==> src/multi_channel_soft_timer_bank_assert.svh <==
// ----------------------------------------------------------------------------
// Assertion macros for the timer bank
// Concurrent assertion wrappers that vanish in synthesis builds.
// ----------------------------------------------------------------------------
`ifndef MULTI_CHANNEL_SOFT_TIMER_BANK_ASSERT_SVH
`define MULTI_CHANNEL_SOFT_TIMER_BANK_ASSERT_SVH

`ifndef SYNTHESIS
// Checked while out of reset.
`define MCSTB_ASSERT(lbl, clk, rstn, prop, msg) \
  lbl: assert property (@(posedge clk) disable iff (!rstn) prop) \
    else $error(msg);
// Checked on every clock edge, reset included.
`define MCSTB_ASSERT_ALWAYS(lbl, clk, prop, msg) \
  lbl: assert property (@(posedge clk) prop) \
    else $error(msg);
`else
`define MCSTB_ASSERT(lbl, clk, rstn, prop, msg)
`define MCSTB_ASSERT_ALWAYS(lbl, clk, prop, msg)
`endif

`endif

==> src/mcstb_pkg.sv <==
// ----------------------------------------------------------------------------
// Timer bank package
// Operation and mode codes and the record types shared by the timer bank.
// ----------------------------------------------------------------------------
`default_nettype none

package mcstb_pkg;

  localparam int unsigned DataW = 32;

  localparam logic [2:0] OP_TICK   = 3'd0;
  localparam logic [2:0] OP_ADD    = 3'd1;
  localparam logic [2:0] OP_REMOVE = 3'd2;
  localparam logic [2:0] OP_CHANGE = 3'd3;
  localparam logic [2:0] OP_QUERY  = 3'd4;

  localparam logic [1:0] MODE_ONESHOT = 2'd0;
  localparam logic [1:0] MODE_MULTI   = 2'd1;

  typedef struct packed {
    logic [1:0]       mode;
    logic [DataW-1:0] period;
    logic [DataW-1:0] remain;
    logic [DataW-1:0] shots;
  } slot_rec_t;

  typedef struct packed {
    logic mode;
    logic period;
    logic remain;
    logic shots;
  } slot_we_t;

  typedef struct packed {
    logic [DataW-1:0] remain;
    logic [DataW-1:0] shots;
    logic             fire;
    logic             stop;
  } alu_res_t;

endpackage

`default_nettype wire

==> src/mcstb_slot_mem.sv <==
// ----------------------------------------------------------------------------
// Timer slot store
// Per-slot mode, period, remaining count and shot count, one write and one
// registered read per cycle.
// ----------------------------------------------------------------------------
`default_nettype none

module mcstb_slot_mem
  import mcstb_pkg::*;
#(
  parameter int NUM_SLOTS = 8,
  parameter int SLOT_W    = 3
) (
  input  wire logic              clk_i,
  input  wire slot_we_t          we_i,
  input  wire logic [SLOT_W-1:0] waddr_i,
  input  wire slot_rec_t         wdata_i,
  input  wire logic              re_i,
  input  wire logic [SLOT_W-1:0] raddr_i,
  output slot_rec_t              rdata_o
);

  logic [1:0]       mode_mem   [NUM_SLOTS];
  logic [DataW-1:0] period_mem [NUM_SLOTS];
  logic [DataW-1:0] remain_mem [NUM_SLOTS];
  logic [DataW-1:0] shots_mem  [NUM_SLOTS];
  slot_rec_t        rdata_q;

  always_ff @(posedge clk_i) begin
    if (we_i.mode) begin
      mode_mem[waddr_i] <= wdata_i.mode;
    end
    if (we_i.period) begin
      period_mem[waddr_i] <= wdata_i.period;
    end
    if (we_i.remain) begin
      remain_mem[waddr_i] <= wdata_i.remain;
    end
    if (we_i.shots) begin
      shots_mem[waddr_i] <= wdata_i.shots;
    end
  end

  always_ff @(posedge clk_i) begin
    if (re_i) begin
      rdata_q.mode   <= mode_mem[raddr_i];
      rdata_q.period <= period_mem[raddr_i];
      rdata_q.remain <= remain_mem[raddr_i];
      rdata_q.shots  <= shots_mem[raddr_i];
    end
  end

  assign rdata_o = rdata_q;

endmodule

`default_nettype wire

==> src/mcstb_tick_alu.sv <==
// ----------------------------------------------------------------------------
// Timer tick unit
// Subtracts the tick step from one slot's count and decides firing, reload
// and stop for that slot.
// ----------------------------------------------------------------------------
`default_nettype none

module mcstb_tick_alu
  import mcstb_pkg::*;
(
  input  wire slot_rec_t        slot_i,
  input  wire logic [DataW-1:0] step_i,
  output alu_res_t              res_o
);

  logic [DataW:0] diff;
  logic           fire;

  assign diff = {1'b0, slot_i.remain} - {1'b0, step_i};
  assign fire = diff[DataW] || (diff[DataW-1:0] == '0);

  always_comb begin
    res_o.remain = diff[DataW-1:0];
    res_o.shots  = slot_i.shots;
    res_o.fire   = fire;
    res_o.stop   = 1'b0;
    if (fire) begin
      res_o.remain = slot_i.period;
      case (slot_i.mode)
        MODE_ONESHOT: begin
          res_o.stop = 1'b1;
        end
        MODE_MULTI: begin
          if (slot_i.shots > DataW'(1)) begin
            res_o.shots = slot_i.shots - DataW'(1);
          end else begin
            res_o.stop = 1'b1;
          end
        end
        default: begin
          res_o.stop = 1'b0;
        end
      endcase
    end
  end

endmodule

`default_nettype wire

==> src/multi_channel_soft_timer_bank.sv <==
// ----------------------------------------------------------------------------
// Multi-channel soft timer bank
// A bank of timer slots driven by tick, add, remove, change and query
// operations, with one shared tick unit swept over the slots.
// ----------------------------------------------------------------------------
// Usage: operations enter on the s_axis channel, one transaction each, with
// the operation code in tuser. Every operation yields exactly one result
// transaction on the m_axis channel. The tick step is to be written over
// the APB port only while the bank is idle; the bank does not enforce this.
// A tick result is loaded into the output register once the single tick
// unit has visited every slot, one slot per cycle behind the registered read
// of the slot store. An add scans the active bits one slot a cycle until it
// finds a free slot or reaches the last one. The input is ready only while
// no operation is in progress, so the next operation is accepted at the
// earliest in the cycle after the previous result is loaded.
// Reset clears every active bit, the tick step and the result valid flag; the
// slot store is not cleared, as data read from inactive slots is never used.
// When the receiver stalls, the finished result waits in the output register;
// the next operation is accepted and processed, and its result waits inside
// until the register is free.
// ----------------------------------------------------------------------------
`default_nettype none

`include "multi_channel_soft_timer_bank_assert.svh"

module multi_channel_soft_timer_bank
  import mcstb_pkg::*;
#(
  parameter int NUM_SLOTS = 8
) (
  input  wire logic        clk_i,
  input  wire logic        rst_ni,
  input  wire logic        s_axis_tvalid_i,
  output logic             s_axis_tready_o,
  // [3:0] slot_index, [35:4] period_ticks, [37:36] timer_mode,
  // [69:38] shot_count, [71:70] zero
  input  wire logic [71:0] s_axis_tdata_i,
  // [2:0] op
  input  wire logic [2:0]  s_axis_tuser_i,
  output logic             m_axis_tvalid_o,
  input  wire logic        m_axis_tready_i,
  // [0] status, [3:1] granted_slot, [11:4] fired_mask, [12] slot_active,
  // [13] irq_enabled, [15:14] zero
  output logic [15:0]      m_axis_tdata_o,
  input  wire logic        psel,
  input  wire logic        penable,
  input  wire logic        pwrite,
  input  wire logic [2:0]  paddr,
  input  wire logic [31:0] pwdata,
  output logic [31:0]      prdata,
  output logic             pready
);

  localparam int SLOT_W = (NUM_SLOTS > 1) ? $clog2(NUM_SLOTS) : 1;
  localparam int CNT_W  = $clog2(NUM_SLOTS + 1);

  localparam logic [2:0] ST_IDLE = 3'd0;
  localparam logic [2:0] ST_TICK = 3'd1;
  localparam logic [2:0] ST_ADD  = 3'd2;
  localparam logic [2:0] ST_MISC = 3'd3;
  localparam logic [2:0] ST_DONE = 3'd4;

  logic [2:0]           state_q, state_d;
  logic [CNT_W-1:0]     cnt_q, cnt_d;
  logic [NUM_SLOTS-1:0] slot_on_q, slot_on_d;
  logic [DataW-1:0]     tick_step_q;

  logic [2:0]           op_q;
  logic [3:0]           idx_q;
  logic [DataW-1:0]     period_q;
  logic [1:0]           mode_q;
  logic [DataW-1:0]     shots_q;

  logic                 status_q, status_d;
  logic [2:0]           granted_q, granted_d;
  logic [7:0]           fired_q, fired_d;
  logic                 active_q, active_d;

  logic                 out_valid_q;
  logic [15:0]          out_data_q;

  logic                 in_fire;
  logic                 cfg_write;
  logic                 out_load;
  logic                 idx_ok;
  logic                 add_hit;
  logic [SLOT_W-1:0]    idx_slot;
  logic [SLOT_W-1:0]    cnt_slot;
  logic [SLOT_W-1:0]    ex_slot;

  slot_we_t             mem_we;
  logic [SLOT_W-1:0]    mem_waddr;
  slot_rec_t            mem_wdata;
  logic                 mem_re;
  slot_rec_t            mem_rdata;
  alu_res_t             alu_res;

  assign s_axis_tready_o = (state_q == ST_IDLE);
  assign in_fire         = s_axis_tvalid_i && s_axis_tready_o;
  assign cfg_write       = psel && penable && pwrite && pready;
  assign pready          = 1'b1;
  assign prdata          = (paddr[2] == 1'b0) ? tick_step_q : '0;

  assign idx_ok   = (32'(idx_q) < NUM_SLOTS);
  assign idx_slot = SLOT_W'(idx_q);
  assign cnt_slot = SLOT_W'(cnt_q);
  assign ex_slot  = SLOT_W'(cnt_q - CNT_W'(1));
  assign add_hit  = (state_q == ST_ADD) && !slot_on_q[cnt_slot];
  assign out_load = (state_q == ST_DONE) && (!out_valid_q || m_axis_tready_i);

  mcstb_slot_mem #(
    .NUM_SLOTS (NUM_SLOTS),
    .SLOT_W    (SLOT_W)
  ) u_slot_mem (
    .clk_i   (clk_i),
    .we_i    (mem_we),
    .waddr_i (mem_waddr),
    .wdata_i (mem_wdata),
    .re_i    (mem_re),
    .raddr_i (cnt_slot),
    .rdata_o (mem_rdata)
  );

  mcstb_tick_alu u_tick_alu (
    .slot_i (mem_rdata),
    .step_i (tick_step_q),
    .res_o  (alu_res)
  );

  always_comb begin
    state_d   = state_q;
    cnt_d     = cnt_q;
    slot_on_d = slot_on_q;
    status_d  = status_q;
    granted_d = granted_q;
    fired_d   = fired_q;
    active_d  = active_q;
    mem_we    = '0;
    mem_waddr = ex_slot;
    mem_re    = 1'b0;
    mem_wdata.mode   = mode_q;
    mem_wdata.period = period_q;
    mem_wdata.remain = period_q;
    mem_wdata.shots  = shots_q;

    case (state_q)
      ST_IDLE: begin
        if (in_fire) begin
          cnt_d     = '0;
          status_d  = 1'b0;
          granted_d = '0;
          fired_d   = '0;
          active_d  = 1'b0;
          case (s_axis_tuser_i)
            OP_TICK: state_d = ST_TICK;
            OP_ADD:  state_d = ST_ADD;
            default: state_d = ST_MISC;
          endcase
        end
      end
      ST_TICK: begin
        mem_re = (cnt_q < CNT_W'(NUM_SLOTS));
        mem_wdata.remain = alu_res.remain;
        mem_wdata.shots  = alu_res.shots;
        if ((cnt_q != '0) && slot_on_q[ex_slot]) begin
          mem_we.remain = 1'b1;
          mem_we.shots  = 1'b1;
          if (alu_res.fire) begin
            fired_d = fired_q | (8'(1) << ex_slot);
          end
          if (alu_res.stop) begin
            slot_on_d[ex_slot] = 1'b0;
          end
        end
        if (cnt_q == CNT_W'(NUM_SLOTS)) begin
          state_d = ST_DONE;
        end else begin
          cnt_d = cnt_q + CNT_W'(1);
        end
      end
      ST_ADD: begin
        mem_waddr = cnt_slot;
        if (add_hit) begin
          mem_we              = '1;
          slot_on_d[cnt_slot] = 1'b1;
          granted_d           = 3'(cnt_q);
          state_d             = ST_DONE;
        end else if (cnt_q == CNT_W'(NUM_SLOTS - 1)) begin
          status_d = 1'b1;
          state_d  = ST_DONE;
        end else begin
          cnt_d = cnt_q + CNT_W'(1);
        end
      end
      ST_MISC: begin
        mem_waddr = idx_slot;
        state_d   = ST_DONE;
        case (op_q)
          OP_REMOVE: begin
            if (idx_ok) begin
              slot_on_d[idx_slot] = 1'b0;
            end else begin
              status_d = 1'b1;
            end
          end
          OP_CHANGE: begin
            if (idx_ok && slot_on_q[idx_slot]) begin
              mem_we.period = 1'b1;
              mem_we.remain = 1'b1;
            end else begin
              status_d = 1'b1;
            end
          end
          OP_QUERY: begin
            if (idx_ok) begin
              active_d = slot_on_q[idx_slot];
            end else begin
              status_d = 1'b1;
            end
          end
          default: begin
            status_d = 1'b1;
          end
        endcase
      end
      ST_DONE: begin
        if (out_load) begin
          state_d = ST_IDLE;
        end
      end
      default: begin
        state_d = ST_IDLE;
      end
    endcase
  end

  always_ff @(posedge clk_i or negedge rst_ni) begin
    if (!rst_ni) begin
      state_q     <= ST_IDLE;
      cnt_q       <= '0;
      slot_on_q   <= '0;
      tick_step_q <= '0;
      out_valid_q <= 1'b0;
    end else begin
      state_q   <= state_d;
      cnt_q     <= cnt_d;
      slot_on_q <= slot_on_d;
      if (cfg_write && (paddr[2] == 1'b0)) begin
        tick_step_q <= pwdata;
      end
      if (out_load) begin
        out_valid_q <= 1'b1;
      end else if (m_axis_tready_i) begin
        out_valid_q <= 1'b0;
      end
    end
  end

  always_ff @(posedge clk_i) begin
    status_q  <= status_d;
    granted_q <= granted_d;
    fired_q   <= fired_d;
    active_q  <= active_d;
    if (in_fire) begin
      op_q     <= s_axis_tuser_i;
      idx_q    <= s_axis_tdata_i[3:0];
      period_q <= s_axis_tdata_i[35:4];
      mode_q   <= s_axis_tdata_i[37:36];
      shots_q  <= s_axis_tdata_i[69:38];
    end
    if (out_load) begin
      out_data_q <= {2'b00, |slot_on_q, active_q, fired_q, granted_q, status_q};
    end
  end

  assign m_axis_tvalid_o = out_valid_q;
  assign m_axis_tdata_o  = out_data_q;

  `MCSTB_ASSERT(a_tick_starts_sweep, clk_i, rst_ni,
    (in_fire && (s_axis_tuser_i == OP_TICK)) |=> (state_q == ST_TICK && cnt_q == '0),
    "tick did not start the slot sweep")
  `MCSTB_ASSERT(a_result_from_done, clk_i, rst_ni,
    $rose(m_axis_tvalid_o) |-> ($past(state_q) == ST_DONE),
    "result appeared without a finished operation")
  `MCSTB_ASSERT(a_sweep_bounded, clk_i, rst_ni,
    (state_q == ST_TICK || state_q == ST_ADD) |-> (cnt_q <= CNT_W'(NUM_SLOTS)),
    "slot counter ran past the bank")
  `MCSTB_ASSERT(a_add_grants_active, clk_i, rst_ni,
    add_hit |=> (slot_on_q[$past(cnt_slot)] && state_q == ST_DONE),
    "granted slot is not active after add")
  `MCSTB_ASSERT_ALWAYS(a_idle_in_reset, clk_i,
    !rst_ni |=> (state_q == ST_IDLE && !m_axis_tvalid_o),
    "bank not idle during reset")

endmodule

`default_nettype wire

==> config.mk <==
export PLATFORM = sky130hd
export DESIGN_NAME = multi_channel_soft_timer_bank
export DESIGN_NICKNAME = d
export VERILOG_FILES = /design/src/mcstb_pkg.sv /design/src/mcstb_slot_mem.sv /design/src/mcstb_tick_alu.sv /design/src/multi_channel_soft_timer_bank.sv
export VERILOG_INCLUDE_DIRS = /design/src /design/src/src
export SDC_FILE = /design/constraint.sdc
export NUM_CORES = 1
export LEC_CHECK = 0
export BUFFER_PORTS_ARGS = -buffer_cell sky130_fd_sc_hd__buf_2
export CAP_MARGIN = 10
export CORE_UTILIZATION = 41
export DETAILED_ROUTE_END_ITERATION = 6
export PLACE_DENSITY = 0.65
export SETUP_SLACK_MARGIN = 0.05
export SYNTH_ARGS = -nofsm -noshare
export SYNTH_HDL_FRONTEND = slang
export SYNTH_SLANG_ARGS = --single-unit
==> constraint.sdc <==
create_clock -name clk_i -period 7.6 [get_ports clk_i]
set_clock_uncertainty 0.2 [all_clocks]
set_input_delay 0.38 -clock clk_i [delete_from_list [all_inputs] [get_ports clk_i]]
set_output_delay 0.38 -clock clk_i [all_outputs]
set_load 0.01 [all_outputs]
==> impl_metrics.json, run 1 <==
{
  "synth.top_cells.by_count": "edfxtp_1 (982), a22oi_1 (400), nor2_1 (171)",
  "port_buffers": 160,
  "multi_input_area_sq_um": 9310,
  "fillCellCount": 8112,
  "endpoint": "u_slot_mem.remain_mem[1][11]",
  "root_buffer": "clkbuf_16",
  "synth.area.top_cells": "edfxtp_1 (73%), a22oi_1 (7.4%), dfrtp_1 (3.0%), nand4_1 (1.6%), nor2_1 (1.6%)",
  "ios": 168,
  "vias": 25000,
  "grt_max_degree": 73,
  "status": "finished, final reports clean",
  "dp.final_hpwl_mm": 61.5,
  "cp-end-kind": "register",
  "overflow": 0,
  "netlist_area_sq_um": 40500,
  "drive_gt1_share_pct": 15.1,
  "finalCriticalPeriod_ns": 6.26,
  "yosysMostFrequentCell": "edfxtp_1",
  "hold_viol": 0,
  "yosysWarningCount": 0,
  "cts_resized": 0,
  "r2r_cells": 14,
  "grtUsageTotal_pct": 21.2,
  "clock_sinks": 1030,
  "placed_cell_area_sq_um": 43000,
  "synth_top_area_cell": "edfxtp_1",
  "arrival_ns": 6.42,
  "cp.required_ns": 7.76,
  "p_per_area_nw_per_um2": 392,
  "drcViolationCount": 0,
  "synth-seq-cells": 1030,
  "cts_tree": "done",
  "relSlewSlack_pct": 22.3,
  "r2r-start": "tick_step_q[0]",
  "r2r_slack_ns": 1.34,
  "clk_latency_ns": 0.68,
  "startpoint": "tick_step_q[0]",
  "grt_pass1_wl_mm": 157,
  "setup_violations": 0,
  "via_per_inst": 5.95,
  "peakVddDrop_mv": 0.263,
  "tns_ns": 0,
  "drtIter0Drc": 3079,
  "ant_nets": 0,
  "clock.fmax_mhz": 160,
  "worst_hold_path_type": "primary input to asynchronous set/reset pin",
  "cts_buffer_depth": 3,
  "design_area_sq_um": 47300,
  "htreeDepth": 3,
  "fin_crit_sh_pct": 82.3,
  "hold_buffers": 108,
  "tightest_slew_ns": 1.16,
  "die_w_um": 316,
  "die_h_um": 316,
  "async_reset_ff_share_pct": 4.66,
  "rsz0062_at_grt": "no",
  "synth_cell_type_count": 69,
  "drv_slew": 0,
  "cp-start-kind": "register",
  "postSynthCellCount": 2569,
  "wire_per_inst_um": 25.5,
  "ys_seq_area_share_pct": 75.7,
  "synth_area_per_cell_sq_um": 15.8,
  "initial_core_util_pct": 41.7,
  "syn2layout_area_growth_pct": 16.7,
  "rows": 114,
  "core-area_sq_um": 97300,
  "grt_pass1_vias": 24900,
  "synth-edff-count": 982,
  "synth_ff_type": "edfxtp_1",
  "r2r_end": "u_slot_mem.remain_mem[1][11]",
  "antenna_found_initial": 4,
  "cts_setup_buffers": 0,
  "yosysTopAreaCellShare_pct": 72.8,
  "path_class": "register to register",
  "max-cap-violations": 0,
  "place.gp.congestion": 0.874,
  "first_pass_iters": 6,
  "leakage_nw": 15.6,
  "clk_pin_slew_ns": 0.06,
  "fin_nets": 3011,
  "drt_wl_total_mm": 107,
  "register_area_sq_um": 30700,
  "cts_buffers": 103,
  "critPathMaxFanout": 15,
  "dieArea_sq_um": 100000
}
## cell usage in the layout (no fill, tap or decap), types with 40 or more instances in the layout
| cell type | count |
|---|---|
| edfxtp_1 | 982 |
| a22oi_1 | 400 |
| buf_2 | 160 |
| nor2_1 | 146 |
| dlygate4sd3_1 | 108 |
| nand4_1 | 106 |
| clkbuf_16 | 106 |
| nand2_1 | 103 |
| a21oi_1 | 53 |
| buf_4 | 51 |
| inv_1 | 50 |
| dfrtp_1 | 48 |
| o21ai_0 | 44 |
| ha_1 | 40 |
## routing by layer
layer,global-route usage [%],vias up,part of all wire (%)
met3,3.38,194,8.5
met2,35.3,1269,49
met5,0,-,0
met4,6.37,0,2.4
met1,28.7,12700,41
li1,-,10900,-
## stage by stage
stage | util [%] | hold slack (ns) | setup slack [ns] | power, mW | std cells
6_report | 48.6 | 0.198 | 1.34 | 18.5 | 4208
5_1_grt | 48.6 | 0.181 | 1.07 | 19.3 | 4207
4_1_cts | 48.6 | 0.168 | 1.36 | 18.6 | 4207
3_5_place_dp | 44.2 | 0.207 | 1.38 | 13.7 | 3916
3_3_place_gp | 44.2 | 0.204 | 1.65 | 13.5 | 3916
2_1_floorplan | - | -0.116 | 1.56 | 11.5 | 2570
## cell type report
cell class | instances | area share, %
clock buffer | 129 | 5.79
tap | 1276 | 3.38
timing repair buffer | 319 | 4.79
antenna | 1 | 0.00529
clock inverter | 54 | 1.04
inverter | 54 | 0.434
sequential | 1030 | 64.9
multi-input combinational | 1345 | 19.7
## kinds of logic after synthesis
group / after synthesis / share of synthesized area [%]
AO/OA/AOI/OAI: 663 / 11.7
multiplexers: 78 / 2.16
flip-flops: 1030 / 75.7
buffers and inverters: 195 / 1.91
XOR/XNOR: 24 / 0.519
adder cells (fa/ha/maj): 41 / 1.28
other: 2 / 0.0185
AND/OR/NAND/NOR: 536 / 6.69
## worst min path at each step
stage / to / slack (ns) / cells past startpoint
2_1_floorplan: cnt_q[0] / -0.12 / 0
3_3_place_gp: m_axis_tdata_o[12] / 0.20 / 0
3_5_place_dp: m_axis_tdata_o[0] / 0.21 / 0
4_1_cts: shots_q[15] / 0.17 / 2
5_1_grt: shots_q[16] / 0.18 / 2
6_report: cnt_q[1] / 0.20 / 3
## state kept, by name, indices dropped and copies added (netlist names), 14 cells and up
register,flops
tick_step_q,32
period_q,32
m_axis_tdata_o,14
u_slot_mem.shots_mem,256
u_slot_mem.remain_mem,256
u_slot_mem.rdata_o,98
u_slot_mem.period_mem,256
u_slot_mem.mode_mem,16
shots_q,32
## power breakdown
| part | switching (mW) | internal (mW) | leakage, nW |
|---|---|---|---|
| logic | 3.91 | 1.56 | 4.55 |
| registers | 0.408 | 7.79 | 9.51 |
| clock network | 2.08 | 2.78 | 1.56 |
## critical path, cell delays in order (launching register included)
cell       delay [ns]
dfrtp_1          0.40
ha_1             0.23
fa_1             0.39
nand2b_1         0.19
a211o_1          0.36
a21oi_1          0.43
o21ai_1          0.20
mux2i_1          0.15
a2111oi_0        0.86
a211oi_1         0.33
and2_1           0.33
a31oi_4          0.79
buf_4            0.34
mux2i_1          0.09
o21ai_0          0.63
Note: power is estimated with default switching activity, not from simulation.
==> run 2, diff against run 1 <==
--- a/config.mk
+++ b/config.mk
@@ -10,7 +10,7 @@
 export CAP_MARGIN = 10
 export CORE_UTILIZATION = 41
 export DETAILED_ROUTE_END_ITERATION = 6
-export PLACE_DENSITY = 0.65
+export PLACE_DENSITY = 0.67
 export SETUP_SLACK_MARGIN = 0.05
 export SYNTH_ARGS = -nofsm -noshare
 export SYNTH_HDL_FRONTEND = slang
==> constraint.sdc (replaced) <==
create_clock -name clk_i -period 5.7 [get_ports clk_i]
set_clock_uncertainty 0.2 [all_clocks]
set_input_delay 0.285 -clock clk_i [delete_from_list [all_inputs] [get_ports clk_i]]
set_output_delay 0.285 -clock clk_i [all_outputs]
set_load 0.01 [all_outputs]
==> run 2 against run 1 <==
Power grew 37%. First-iteration DRC count shrank 8.0%. Global-route usage is essentially flat. Highest routed layer is now met5. Worst hold slack lost 0.12 ns. Maximum frequency grew 15%. Flip-flop and latch count is the same. Combinational power grew 35%. Sequential power grew 34%. Routed wire length grew 1.2%. Sequential share of layout area shrank 0.83 points. Worst setup slack lost 1.1 ns.
==> impl_metrics.json, run 2 (synthesis results as in run 1) <==
{
  "dp_cells": 3925,
  "tns_ns": 0,
  "drt_wl_total_mm": 109,
  "place.gp.congestion": 0.872,
  "critPathMaxFanout": 18,
  "ant_nets": 0,
  "p_per_area_nw_per_um2": 529,
  "timing.hold.ws_ns": 0.0744,
  "r2r-start": "tick_step_q[0]",
  "initial_core_util_pct": 41.7,
  "path_class": "register to register",
  "rsz0062_at_grt": "no",
  "grt_max_degree": 99,
  "clock_sinks": 1030,
  "combinationalPowerShare_pct": 29.2,
  "status": "finished, final reports clean",
  "p_clk_share_pct": 27.5,
  "port_buffers": 160,
  "drcViolationCount": 0,
  "fin_cells": 4235,
  "clk_pin_slew_ns": 0.06,
  "r2r_slack_ns": 0.26,
  "tightest_slew_ns": 1.15,
  "finalCriticalPeriod_ns": 5.44,
  "syn2layout_area_growth_pct": 18.3,
  "clk_latency_ns": 0.68,
  "max-cap-violations": 0,
  "leakage_nw": 15.9,
  "cp-start-kind": "register",
  "setup_violations": 0,
  "critPathMaxStageDelay_ns": 0.63,
  "antenna_found_initial": 4,
  "relSlewSlack_pct": 23.1,
  "crit_chain": "ha_1 > fa_1 > nand2b_1 > a211o_1 > a21oi_1 > o21ai_1 > mux2i_1 > a2111oi_0 > a211oi_1 > and4_4 > a22oi_2 > or4_1 > a31oi_1",
  "power_switching_mw": 8.64,
  "peakVddDrop_mv": 0.374,
  "antenna_cells": 0,
  "arrival_ns": 5.61,
  "htreeDepth": 3,
  "root_buffer": "clkbuf_16",
  "reg.largest.list": "u_slot_mem.period_mem: 256 flops, u_slot_mem.remain_mem: 256 flops, u_slot_mem.shots_mem: 256 flops",
  "r2r_cells": 13,
  "dp.final_hpwl_mm": 60.8,
  "drv_slew": 0,
  "fin_nets": 3030,
  "dieArea_sq_um": 100000,
  "wire_per_inst_um": 25.7,
  "placed_cell_area_sq_um": 43200,
  "cp.required_ns": 5.87,
  "r2r_end": "u_slot_mem.shots_mem[6][18]",
  "mostFrequentLayoutCell": "edfxtp_1",
  "pwr-share-seq_pct": 43.3,
  "grtUsageTotal_pct": 21.3,
  "startpoint": "tick_step_q[0]",
  "endpoint": "u_slot_mem.shots_mem[6][18]",
  "cts_tree": "done",
  "die_h_um": 316,
  "first_pass_iters": 5,
  "fin_crit_sh_pct": 95.5,
  "p_int_mw": 16.7,
  "drtIter0Drc": 2833,
  "cts_buffers": 102,
  "rows": 114,
  "switching_share_pct": 34.1,
  "fillCellCount": 7974,
  "clock.fmax_mhz": 184,
  "die_w_um": 316,
  "overflow": 0,
  "cts_buffer_depth": 3,
  "hold_viol": 0,
  "vias": 25400,
  "final_cell_mix": "edfxtp_1 (982), a22oi_1 (400), buf_2 (160)",
  "design_area_sq_um": 47900,
  "worst_path_max_delay_cell": "a211oi_1",
  "ios": 168,
  "core-area_sq_um": 97300,
  "cp-end-kind": "register",
  "worst_hold_path_type": "primary input to asynchronous set/reset pin",
  "via_per_inst": 5.99,
  "grt_pass1_wl_mm": 157,
  "drive_gt1_share_pct": 16.3,
  "grt_pass1_vias": 24900
}
==> run 2: layer usage <==
metal / part of all wire, % / wire length [um] / GRT usage [%] / vias up
li1: - / - / - / 11000
met1: 40 / 43300 / 29.0 / 12700
met2: 48 / 52100 / 34.9 / 1452
met3: 9.8 / 10700 / 3.74 / 195
met4: 2.4 / 2600 / 6.36 / 2
met5: 0.012 / 13 / 0 / -
==> run 2: per-stage QoR <==
stage | setup slack (ns) | util, % | power (mW)
final | 0.258 | 49.3 | 25.3
after global routing | 0.119 | 49.3 | 26.3
after CTS | 0.120 | 49.1 | 25.2
after detailed placement | 0.163 | 44.4 | 18.2
after global placement | 0.373 | 44.4 | 18.0
after floorplan | 1.25 | - | 15.4
==> run 2: layout make-up <==
cell class	instances	area, sq um	share of cell area [%]
Sequential cell	1030	30700	64.0
Clock inverter	59	726	1.51
Clock buffer	132	2790	5.82
Inverter	54	205	0.428
Tap cell	1276	1600	3.33
Multi-Input combinational cell	1346	9330	19.5
Timing Repair Buffer	338	2580	5.39
==> run 2: how the worst min path moves through the flow <==
stage | from | to | slack [ns] | cells past startpoint
floorplan | rst_ni | cnt_q[0] | -0.21 | 0
global placement | active_q | m_axis_tdata_o[12] | 0.21 | 0
detailed placement | granted_q[1] | m_axis_tdata_o[2] | 0.21 | 0
CTS | rst_ni | slot_on_q[5] | 0.08 | 3
global route | s_axis_tdata_i[2] | idx_q[2] | 0.10 | 2
finish | rst_ni | slot_on_q[4] | 0.07 | 3
==> run 2: timing repair <==
| action | in CTS | in global routing |
|---|---|---|
| endpoints found under the hold margin | 161 | 0 |
| setup buffers | 0 | 10 |
| endpoints found under the setup margin | 0 | 322 |
| resized for setup | 0 | 13 |
| hold buffers | 108 | 0 |
==> run 2: worst max-delay path, delay by kind of cell (launching register included) <==
| family | cells | cell delay (ns) |
|---|---|---|
| adders and majority gates | 2 | 0.63 |
| DFF | 1 | 0.39 |
| muxes | 1 | 0.20 |
| AOI/OAI and AO/OA | 7 | 2.52 |
| and+or+nand+nor | 3 | 1.21 |
==> run 2: power groups by stage <==
stage | clock [mW] | sequential (mW) | combinational, mW
2_1_floorplan | 0 | 10.8 | 4.52
3_3_place_gp | 0 | 11.1 | 6.93
4_1_cts | 7.05 | 11.0 | 7.21
5_1_grt | 7.34 | 11.1 | 7.94
3_5_place_dp | 0 | 11.1 | 7.11
6_report | 6.96 | 11.0 | 7.41
